### config.mk
export PLATFORM = sky130hd
export DESIGN_NAME = ec_host_port_backlight_mailbox_core_flat
export DESIGN_NICKNAME = d
export VERILOG_FILES = /design/src/ehbm_pkg.sv /design/src/ehbm_if.sv /design/src/ehbm_ram.sv /design/src/ehbm_host.sv /design/src/ehbm_mbox.sv /design/src/ec_host_port_backlight_mailbox_core.sv /design/src/flat_wrapper.sv
export SDC_FILE = /design/constraint.sdc
export NUM_CORES = 2
export LEC_CHECK = 0
export ABC_AREA = 1
export BUFFER_PORTS_ARGS = -buffer_cell sky130_fd_sc_hd__clkbuf_2
export CAP_MARGIN = 25
export CORE_AREA = 2 2 439 528
export DETAILED_ROUTE_END_ITERATION = 12
export DIE_AREA = 0 0 441 530
export SYNTH_ARGS = -nofsm -noshare
export SYNTH_HDL_FRONTEND = slang
export SYNTH_SLANG_ARGS = --single-unit
### constraint.sdc
create_clock -name clk_i -period 5.6 [get_ports clk_i]
set_input_delay 1.12 -clock clk_i [delete_from_list [all_inputs] [get_ports clk_i]]
set_output_delay 1.12 -clock clk_i [all_outputs]
set_load 0.02 [all_outputs]
### src/ehbm_pkg.sv
// ----------------------------------------------------------------------------
// Host port backlight mailbox package
// Types, command codes and sizes shared by the mailbox modules.
// ----------------------------------------------------------------------------
package ehbm_pkg;

  localparam int RamDepth  = 256;
  localparam int RamAw     = $clog2(RamDepth);
  localparam int ZoneCount = 3;
  localparam int ColorW    = 24;

  // Host port command codes.
  localparam logic [7:0] CmdRead  = 8'h80;
  localparam logic [7:0] CmdWrite = 8'h81;

  // Status register bits.
  localparam logic [7:0] StatObf = 8'h01;
  localparam logic [7:0] StatIbf = 8'h02;

  // Mailbox layout in controller RAM.
  localparam logic [RamAw-1:0] AddrDoorbell = RamAw'(8'hF8);
  localparam logic [RamAw-1:0] AddrParam0   = RamAw'(8'hF9);
  localparam logic [RamAw-1:0] AddrParam1   = RamAw'(8'hFA);
  localparam logic [RamAw-1:0] AddrParam2   = RamAw'(8'hFB);
  localparam logic [RamAw-1:0] AddrParam3   = RamAw'(8'hFC);

  // Mailbox command and parameter codes.
  localparam logic [7:0] MbCmdPower     = 8'hC4;
  localparam logic [7:0] MbCmdSet       = 8'hCA;
  localparam logic [7:0] MbSelPower     = 8'h0C;
  localparam logic [7:0] MbPowerOn      = 8'h3F;
  localparam logic [7:0] MbPowerOff     = 8'h20;
  localparam logic [7:0] MbSelZoneBase  = 8'h03;
  localparam logic [7:0] MbSelLevel     = 8'h06;

  typedef enum logic [1:0] {
    PH_IDLE,
    PH_RD_ADDR,
    PH_WR_ADDR,
    PH_WR_DATA
  } host_phase_e;

  typedef struct packed {
    logic       port_select;
    logic       func;
    logic [7:0] write_data;
  } host_req_t;

  typedef struct packed {
    logic             en;
    logic [RamAw-1:0] addr;
    logic [7:0]       data;
  } ram_wr_t;

  typedef struct packed {
    logic             en;
    logic [RamAw-1:0] addr;
  } ram_rd_t;

endpackage

### src/ehbm_if.sv
// ----------------------------------------------------------------------------
// Host port backlight mailbox channel interfaces
// Request channel carrying host accesses and response channel carrying results.
// ----------------------------------------------------------------------------
interface ehbm_req_if;
  logic       valid;
  logic       ready;
  logic       port_select;
  logic       func;
  logic [7:0] write_data;

  modport source (output valid, output port_select, output func, output write_data,
                  input ready);
  modport sink   (input valid, input port_select, input func, input write_data,
                  output ready);
endinterface

interface ehbm_rsp_if;
  logic        valid;
  logic        ready;
  logic [7:0]  read_data;
  logic        backlight_on;
  logic [7:0]  brightness;
  logic [23:0] zone0_color;
  logic [23:0] zone1_color;
  logic [23:0] zone2_color;

  modport source (output valid, output read_data, output backlight_on, output brightness,
                  output zone0_color, output zone1_color, output zone2_color,
                  input ready);
  modport sink   (input valid, input read_data, input backlight_on, input brightness,
                  input zone0_color, input zone1_color, input zone2_color,
                  output ready);
endinterface

### src/ehbm_ram.sv
// ----------------------------------------------------------------------------
// Controller RAM
// Single write port, single registered read port; per-entry valid bits make
// never-written bytes read as zero after reset.
// ----------------------------------------------------------------------------
module ehbm_ram
  import ehbm_pkg::*;
(
  input  logic      clk_i,
  input  logic      rst_ni,
  input  ram_wr_t   wr_i,
  input  ram_rd_t   rd_i,
  output logic [7:0] rd_data_o
);

  logic [7:0]          mem [RamDepth];
  logic [RamDepth-1:0] valid_q;
  logic [7:0]          rd_data_q;

  always_ff @(posedge clk_i) begin
    if (wr_i.en) begin
      mem[wr_i.addr] <= wr_i.data;
    end
  end

  always_ff @(posedge clk_i or negedge rst_ni) begin
    if (!rst_ni) begin
      valid_q <= '0;
    end else if (wr_i.en) begin
      valid_q[wr_i.addr] <= 1'b1;
    end
  end

  // The read register doubles as the output buffer, so it resets to zero.
  always_ff @(posedge clk_i or negedge rst_ni) begin
    if (!rst_ni) begin
      rd_data_q <= '0;
    end else if (rd_i.en) begin
      rd_data_q <= valid_q[rd_i.addr] ? mem[rd_i.addr] : 8'h00;
    end
  end

  assign rd_data_o = rd_data_q;

endmodule

### src/ehbm_host.sv
// ----------------------------------------------------------------------------
// Host port sequencer
// Decodes command and data port accesses, tracks the command phase and
// output-full flag, and issues RAM reads and writes.
// ----------------------------------------------------------------------------
module ehbm_host
  import ehbm_pkg::*;
(
  input  logic       clk_i,
  input  logic       rst_ni,
  input  logic       step_i,
  input  host_req_t  req_i,
  input  logic [7:0] obuf_i,
  output ram_wr_t    ram_wr_o,
  output ram_rd_t    ram_rd_o,
  output logic [7:0] read_data_o
);

  host_phase_e      phase_q, phase_d;
  logic [RamAw-1:0] addr_q, addr_d;
  logic             obf_q, obf_d;

  always_ff @(posedge clk_i or negedge rst_ni) begin
    if (!rst_ni) begin
      phase_q <= PH_IDLE;
      addr_q  <= '0;
      obf_q   <= 1'b0;
    end else begin
      phase_q <= phase_d;
      addr_q  <= addr_d;
      obf_q   <= obf_d;
    end
  end

  always_comb begin
    phase_d       = phase_q;
    addr_d        = addr_q;
    obf_d         = obf_q;
    ram_wr_o.en   = 1'b0;
    ram_wr_o.addr = addr_q;
    ram_wr_o.data = req_i.write_data;
    ram_rd_o.en   = 1'b0;
    ram_rd_o.addr = req_i.write_data[RamAw-1:0];
    read_data_o   = 8'h00;

    if (req_i.port_select) begin
      if (req_i.func) begin
        // A new command always abandons whatever sequence was open.
        unique case (req_i.write_data)
          CmdRead:  phase_d = PH_RD_ADDR;
          CmdWrite: phase_d = PH_WR_ADDR;
          default:  phase_d = PH_IDLE;
        endcase
      end else begin
        // Input-full never sets: the controller drains each byte at once.
        read_data_o = (obf_q ? StatObf : 8'h00) & ~StatIbf;
      end
    end else if (req_i.func) begin
      unique case (phase_q)
        PH_RD_ADDR: begin
          ram_rd_o.en = step_i;
          obf_d       = 1'b1;
          phase_d     = PH_IDLE;
        end
        PH_WR_ADDR: begin
          addr_d  = req_i.write_data[RamAw-1:0];
          phase_d = PH_WR_DATA;
        end
        PH_WR_DATA: begin
          ram_wr_o.en = step_i;
          phase_d     = PH_IDLE;
        end
        default: ;
      endcase
    end else begin
      read_data_o = obuf_i;
      obf_d       = 1'b0;
    end

    if (!step_i) begin
      phase_d = phase_q;
      addr_d  = addr_q;
      obf_d   = obf_q;
    end
  end

endmodule

### src/ehbm_mbox.sv
// ----------------------------------------------------------------------------
// Backlight mailbox
// Shadows the mailbox parameter bytes and acts on doorbell writes to update
// the backlight enable, brightness and zone colors.
// ----------------------------------------------------------------------------
module ehbm_mbox
  import ehbm_pkg::*;
(
  input  logic                             clk_i,
  input  logic                             rst_ni,
  input  ram_wr_t                          ram_wr_i,
  output logic                             light_en_o,
  output logic [7:0]                       level_o,
  output logic [ZoneCount-1:0][ColorW-1:0] zone_o
);

  logic [7:0]                       p0_q, p1_q, p2_q, p3_q;
  logic                             light_en_q, light_en_d;
  logic [7:0]                       level_q, level_d;
  logic [ZoneCount-1:0][ColorW-1:0] zone_q, zone_d;
  logic                             doorbell;

  // Parameter bytes mirror RAM so the doorbell sees them without a read port.
  always_ff @(posedge clk_i or negedge rst_ni) begin
    if (!rst_ni) begin
      p0_q <= '0;
      p1_q <= '0;
      p2_q <= '0;
      p3_q <= '0;
    end else if (ram_wr_i.en) begin
      if (ram_wr_i.addr == AddrParam0) p0_q <= ram_wr_i.data;
      if (ram_wr_i.addr == AddrParam1) p1_q <= ram_wr_i.data;
      if (ram_wr_i.addr == AddrParam2) p2_q <= ram_wr_i.data;
      if (ram_wr_i.addr == AddrParam3) p3_q <= ram_wr_i.data;
    end
  end

  always_ff @(posedge clk_i or negedge rst_ni) begin
    if (!rst_ni) begin
      light_en_q <= 1'b0;
      level_q    <= '0;
      zone_q     <= '0;
    end else begin
      light_en_q <= light_en_d;
      level_q    <= level_d;
      zone_q     <= zone_d;
    end
  end

  assign doorbell = ram_wr_i.en && (ram_wr_i.addr == AddrDoorbell);

  always_comb begin
    light_en_d = light_en_q;
    level_d    = level_q;
    zone_d     = zone_q;
    if (doorbell) begin
      if (ram_wr_i.data == MbCmdPower && p0_q == MbSelPower) begin
        if (p1_q == MbPowerOn) begin
          light_en_d = 1'b1;
        end else if (p1_q == MbPowerOff) begin
          light_en_d = 1'b0;
        end
      end else if (ram_wr_i.data == MbCmdSet && light_en_q) begin
        // Color bytes arrive as blue, red, green; stored as red, green, blue.
        for (int z = 0; z < ZoneCount; z++) begin
          if (p0_q == MbSelZoneBase + 8'(z)) begin
            zone_d[z] = {p2_q, p3_q, p1_q};
          end
        end
        if (p0_q == MbSelLevel) begin
          level_d = p1_q;
        end
      end
    end
  end

  // Results report the state after this access.
  assign light_en_o = light_en_d;
  assign level_o    = level_d;
  assign zone_o     = zone_d;

endmodule

### src/ec_host_port_backlight_mailbox_core.sv
// ----------------------------------------------------------------------------
// Host port backlight mailbox core
// Controller side of an embedded-controller host port with a backlight mailbox.
//
// Usage: each host access (port, read or write, byte) enters as one request on
// req_i; exactly one response leaves on rsp_o carrying the byte read (zero on
// writes) plus the backlight enable, brightness and three zone colors as they
// stand after that access. Both channels use a valid/ready handshake.
// The response is registered: the accepting edge loads the request register,
// and the edge at which the decode stage steps loads the result of the
// decode, RAM access and mailbox update into the response register.
// Throughput is one request per cycle while the receiver takes each response,
// set by the decode stage and the one-write, one-read RAM port.
// When the receiver stalls, the response register holds its result and the
// request register still takes one more request; only then does req_i.ready
// drop. Reset empties both registers, returns the host phase to idle, clears
// output-full, switches the backlight off, zeroes brightness and colors, and
// makes every RAM byte read as zero until written. No clearing pass is needed.
// ----------------------------------------------------------------------------
module ec_host_port_backlight_mailbox_core
  import ehbm_pkg::*;
(
  input  logic           clk_i,
  input  logic           rst_ni,
  ehbm_req_if.sink       req_i,
  ehbm_rsp_if.source     rsp_o
);

  // Request register.
  logic      req_valid_q;
  host_req_t req_q;

  // Response register.
  logic        rsp_valid_q;
  logic [7:0]  rsp_read_data_q;
  logic        rsp_light_q;
  logic [7:0]  rsp_level_q;
  logic [2:0][ColorW-1:0] rsp_zone_q;

  logic       step;
  ram_wr_t    ram_wr;
  ram_rd_t    ram_rd;
  logic [7:0] obuf;
  logic [7:0] read_data;
  logic       light_en;
  logic [7:0] level;
  logic [ZoneCount-1:0][ColorW-1:0] zone;
  logic [2:0][ColorW-1:0]           zone_all;

  // The decode stage moves when it holds a request and the response register
  // is empty or being drained this cycle.
  assign step      = req_valid_q && (!rsp_valid_q || rsp_o.ready);
  assign req_i.ready = !req_valid_q || step;

  always_ff @(posedge clk_i or negedge rst_ni) begin
    if (!rst_ni) begin
      req_valid_q <= 1'b0;
    end else if (req_i.ready) begin
      req_valid_q <= req_i.valid;
    end
  end

  always_ff @(posedge clk_i) begin
    if (req_i.ready && req_i.valid) begin
      req_q.port_select <= req_i.port_select;
      req_q.func        <= req_i.func;
      req_q.write_data  <= req_i.write_data;
    end
  end

  ehbm_host u_host (
    .clk_i       (clk_i),
    .rst_ni      (rst_ni),
    .step_i      (step),
    .req_i       (req_q),
    .obuf_i      (obuf),
    .ram_wr_o    (ram_wr),
    .ram_rd_o    (ram_rd),
    .read_data_o (read_data)
  );

  // The RAM read register is the output buffer: it only changes on an
  // address read, and a later data read sees the registered byte.
  ehbm_ram u_ram (
    .clk_i     (clk_i),
    .rst_ni    (rst_ni),
    .wr_i      (ram_wr),
    .rd_i      (ram_rd),
    .rd_data_o (obuf)
  );

  ehbm_mbox u_mbox (
    .clk_i      (clk_i),
    .rst_ni     (rst_ni),
    .ram_wr_i   (ram_wr),
    .light_en_o (light_en),
    .level_o    (level),
    .zone_o     (zone)
  );

  // Zones beyond the configured count report zero.
  for (genvar z = 0; z < 3; z++) begin : g_zone
    if (z < ZoneCount) begin : g_used
      assign zone_all[z] = zone[z];
    end else begin : g_unused
      assign zone_all[z] = '0;
    end
  end

  always_ff @(posedge clk_i or negedge rst_ni) begin
    if (!rst_ni) begin
      rsp_valid_q <= 1'b0;
    end else if (step) begin
      rsp_valid_q <= 1'b1;
    end else if (rsp_o.ready) begin
      rsp_valid_q <= 1'b0;
    end
  end

  always_ff @(posedge clk_i) begin
    if (step) begin
      rsp_read_data_q <= read_data;
      rsp_light_q     <= light_en;
      rsp_level_q     <= level;
      rsp_zone_q      <= zone_all;
    end
  end

  assign rsp_o.valid        = rsp_valid_q;
  assign rsp_o.read_data    = rsp_read_data_q;
  assign rsp_o.backlight_on = rsp_light_q;
  assign rsp_o.brightness   = rsp_level_q;
  assign rsp_o.zone0_color  = rsp_zone_q[0];
  assign rsp_o.zone1_color  = rsp_zone_q[1];
  assign rsp_o.zone2_color  = rsp_zone_q[2];

endmodule

### src/flat_wrapper.sv
// flat-port wrapper written by rule: the top's interface ports become plain ports
module ec_host_port_backlight_mailbox_core_flat import ehbm_pkg::*;
  (clk_i, rst_ni, req_i_valid, req_i_port_select, req_i_func, req_i_write_data, req_i_ready, rsp_o_valid, rsp_o_read_data, rsp_o_backlight_on, rsp_o_brightness, rsp_o_zone0_color, rsp_o_zone1_color, rsp_o_zone2_color, rsp_o_ready);
  ehbm_req_if req_i_i ();
  ehbm_rsp_if rsp_o_i ();
  input  logic clk_i;
  input  logic rst_ni;
  input wire logic [$bits(req_i_i.valid)-1:0] req_i_valid;
  input wire logic [$bits(req_i_i.port_select)-1:0] req_i_port_select;
  input wire logic [$bits(req_i_i.func)-1:0] req_i_func;
  input wire logic [$bits(req_i_i.write_data)-1:0] req_i_write_data;
  output wire logic [$bits(req_i_i.ready)-1:0] req_i_ready;
  output wire logic [$bits(rsp_o_i.valid)-1:0] rsp_o_valid;
  output wire logic [$bits(rsp_o_i.read_data)-1:0] rsp_o_read_data;
  output wire logic [$bits(rsp_o_i.backlight_on)-1:0] rsp_o_backlight_on;
  output wire logic [$bits(rsp_o_i.brightness)-1:0] rsp_o_brightness;
  output wire logic [$bits(rsp_o_i.zone0_color)-1:0] rsp_o_zone0_color;
  output wire logic [$bits(rsp_o_i.zone1_color)-1:0] rsp_o_zone1_color;
  output wire logic [$bits(rsp_o_i.zone2_color)-1:0] rsp_o_zone2_color;
  input wire logic [$bits(rsp_o_i.ready)-1:0] rsp_o_ready;
  assign req_i_i.valid = req_i_valid;
  assign req_i_i.port_select = req_i_port_select;
  assign req_i_i.func = req_i_func;
  assign req_i_i.write_data = req_i_write_data;
  assign req_i_ready = req_i_i.ready;
  assign rsp_o_valid = rsp_o_i.valid;
  assign rsp_o_read_data = rsp_o_i.read_data;
  assign rsp_o_backlight_on = rsp_o_i.backlight_on;
  assign rsp_o_brightness = rsp_o_i.brightness;
  assign rsp_o_zone0_color = rsp_o_i.zone0_color;
  assign rsp_o_zone1_color = rsp_o_i.zone1_color;
  assign rsp_o_zone2_color = rsp_o_i.zone2_color;
  assign rsp_o_i.ready = rsp_o_ready;
  ec_host_port_backlight_mailbox_core u_core (.clk_i(clk_i), .rst_ni(rst_ni), .req_i(req_i_i), .rsp_o(rsp_o_i));
endmodule
==> flow_summary.json <==
{
  "status": "completed",
  "synth_seq_cells": 2545,
  "period_share_pct": 71.72,
  "dr.max_layer_used": "met5",
  "p_sw_mw": 11.46,
  "wl_um": 299600,
  "cp_max_fo": 27,
  "drv_cap": 0,
  "finClkSkew_ns": 0.05170,
  "grt.total_usage_pct": 25.33,
  "post_cts_buffers": 0,
  "mostFrequentLayoutCell": "nand2_1",
  "combPwrFrac_pct": 12.6,
  "critPathLaunchType": "flop",
  "wl_met1_um": 118800,
  "cts_resized": 0,
  "wl_met3_um": 24250,
  "endpoint_kind": "flop",
  "synth-edff-count": 2147,
  "timing.final.hold_violations": 0,
  "worstPathArrival_ns": 4.51,
  "htreeDepth": 4,
  "p_leak_nw": 43.06,
  "tns_ns": 0,
  "ys_seq_area_share_pct": 72.71,
  "crit_path_start": "u_core.rsp_o.valid",
  "wl_met2_um": 142500,
  "netlist_area_sq_um": 102300,
  "synthCells": 8864,
  "required_ns": 6.10,
  "die-area_sq_um": 233700,
  "insertion_delay_ns": 0.90,
  "grt_max_degree": 213,
  "cts_made_buffers": 238,
  "final_cell_area_sq_um": 114400,
  "setup_viol": 0,
  "vdd_drop_max_mv": 0.2872,
  "portBuffers": 104,
  "dp_cells": 11670,
  "ys_async_sr_fraction_pct": 15.32,
  "grt_pass1_wl_um": 438100,
  "cts_sinks": 2545,
  "stdcell_count": 12110,
  "nFillCells": 19840,
  "cts.clk_slew.worst_paths_ns": 0.06,
  "ant_nets": 0,
  "path_class": "reg2reg",
  "rsz0062_at_grt": "no",
  "die_y_um": 530,
  "initial_utilization_pct": 44.65,
  "die_width_um": 441,
  "cts_tree": "built",
  "ys_warn_count": 0,
  "synth_fp_nets": 8878,
  "first_pass_iters": 7,
  "synth_cell_types": 34,
  "whs_ns": 0.2229,
  "hpwl_um": 173500,
  "final.min_clock_period_ns": 4.016,
  "internal_power_mw": 31.16,
  "design.core.area_sq_um": 229200,
  "area_growth_pct": 11.85,
  "vias": 68530,
  "cts_hold_buffers": 0,
  "syn-mean-instance-area_sq_um": 11.54,
  "worstMarginPinSlew_ns": 1.133,
  "vias_per_cell": 5.658,
  "clockBufferDepth": 4,
  "reg2reg_from": "u_core.rsp_o.valid",
  "slew_viol_final": 0,
  "grt.overflow.total": 0,
  "antenna_found_initial": 14,
  "grt_pass1_vias": 67380,
  "gp_congestion": 0.9045,
  "fin_nets": 8903,
  "clock_power_share_pct": 38.1,
  "dpl_cell_area_sq_um": 106600,
  "relSlewSlack_pct": 24.48,
  "timing.fmax_mhz": 249.0,
  "dr.first_iter.drc_count": 7779,
  "pre_cts_slack_ns": 0.7923,
  "seqPwrFrac_pct": 49.3,
  "num_io_pins": 105,
  "rows": 193,
  "setup_ws_ns": 1.584,
  "final_layout_size_suffix_gt1_share_pct": 10.08,
  "netSwitchingFraction_pct": 26.88,
  "synth-main-ff-cell": "edfxtp_1",
  "final_cell_mix": "nand2_1, edfxtp_1, nand3_1",
  "hp-class": "in2async",
  "drc": 0,
  "wl_per_cell_um": 24.73,
  "pwr_density_cell_nw_per_um2": 372.3,
  "cts_root_buf": "clkbuf_16"
}
-- metal layers --
layer,GRT usage [%],vias to the layer above
li1,-,30870
met1,33.35,33890
met2,41.30,3133
met3,4.316,635
met4,11.11,8
met5,0,-
-- cell families after synthesis --
family,Yosys count,synth area share (%)
and+or+nand+nor,5180,22.01
DFF,2545,72.71
buffers and inverters,796,3.208
AOI/OAI and AO/OA,280,1.386
muxes,63,0.6934
-- synthesized netlist by cell type (3+ instances only) --
cell type	number	area share (%)
nand2_1	2608	9.6
buf_4	5	0.037
or2_1	4	0.024
inv_1	215	0.79
nand3_1	2108	10
a21oi_1	20	0.098
clkbuf_1	311	1.1
inv_2	8	0.029
mux2_2	57	0.63
or2_2	98	0.60
dfrtp_1	390	9.5
dfxtp_1	8	0.16
nor3_1	6	0.029
buf_1	64	0.23
nand4_1	14	0.086
nor2_1	323	1.2
edfxtp_1	2147	63
nor3_2	3	0.029
mux2_1	6	0.066
buf_6	6	0.066
o211ai_1	3	0.022
nor4_1	6	0.037
buf_2	184	0.90
o21ai_0	253	1.2
clkinv_1	3	0.011
-- per-stage QoR --
step           power [mW]  util (%)
3_5_place_dp        26.66     46.53
4_1_cts             42.72     49.92
3_3_place_gp        26.65     46.52
6_report            42.61     49.94
2_1_floorplan       24.26         -
5_1_grt             43.86     49.94
-- power by group through the flow --
stage | sequential [mW] | clock (mW) | combinational (mW)
6_report | 21.0 | 16.2 | 5.36
5_1_grt | 21.0 | 17.2 | 5.69
4_1_cts | 21.0 | 16.4 | 5.29
3_5_place_dp | 21.4 | 0 | 5.28
3_3_place_gp | 21.4 | 0 | 5.26
2_1_floorplan | 21.6 | 0 | 2.67
-- critical path, cell delays in order (launching register included) --
cell and delay (ns):
dfrtp_1 0.39, nand2_1 0.09, nand2_1 0.17, nor2_1 0.18, inv_2 0.09, nor4_4 0.65
inv_2 0.14, nor3_1 0.87, nand2_1 0.11, buf_4 0.30, nor2_1 0.59
-- path summary, 6_finish.rpt --
check / slack [ns] / cells past startpoint / end
max in group asynchronous: 4.26 / 2 / u_core.u_ram.valid_q[220]
setup / recovery: 1.58 / 10 / u_core.u_ram.mem[184][3]
setup reg to reg: 1.58 / 10 / u_core.u_ram.mem[184][3]
min in group clk_i: 0.42 / 1 / u_core.req_q[9]
hold / removal: 0.22 / 1 / u_core.u_mbox.zone_q[16]
hold reg to reg: 0.45 / 2 / u_core.u_ram.valid_q[108]
-- layout make-up --
cell class	count	area (sq um)	share of cell area (%)
clock inverter	136	1341	1.172
multi-input combinational	5523	24700	21.58
tap	3022	3781	3.304
sequential	2545	74410	65.02
clock buffer	303	6435	5.623
antenna	3	7.507	0.006560
inverter	226	877.1	0.7664
timing repair buffer	355	2893	2.528
-- flip-flops by register name, indices dropped and copies added, names as in the netlist, 2 cells and up, named ones only --
register / flops
u_core.u_mbox.level_q: 8
u_core.rsp_o.zone0_color: 24
u_core.u_ram.valid_q: 256
u_core.u_mbox.p3_q: 8
u_core.u_mbox.p0_q: 8
u_core.u_ram.rd_data_o: 8
u_core.rsp_o.read_data: 8
u_core.u_ram.mem: 2048
u_core.u_mbox.p1_q: 8
u_core.rsp_o.brightness: 8
u_core.req_q: 10
u_core.rsp_o.zone1_color: 24
u_core.u_mbox.zone_q: 72
u_core.u_host.phase_q: 2
u_core.u_host.addr_q: 8
u_core.rsp_o.zone2_color: 24
u_core.u_mbox.p2_q: 8
No activity file was read; power rests on OpenSTA's default activity.
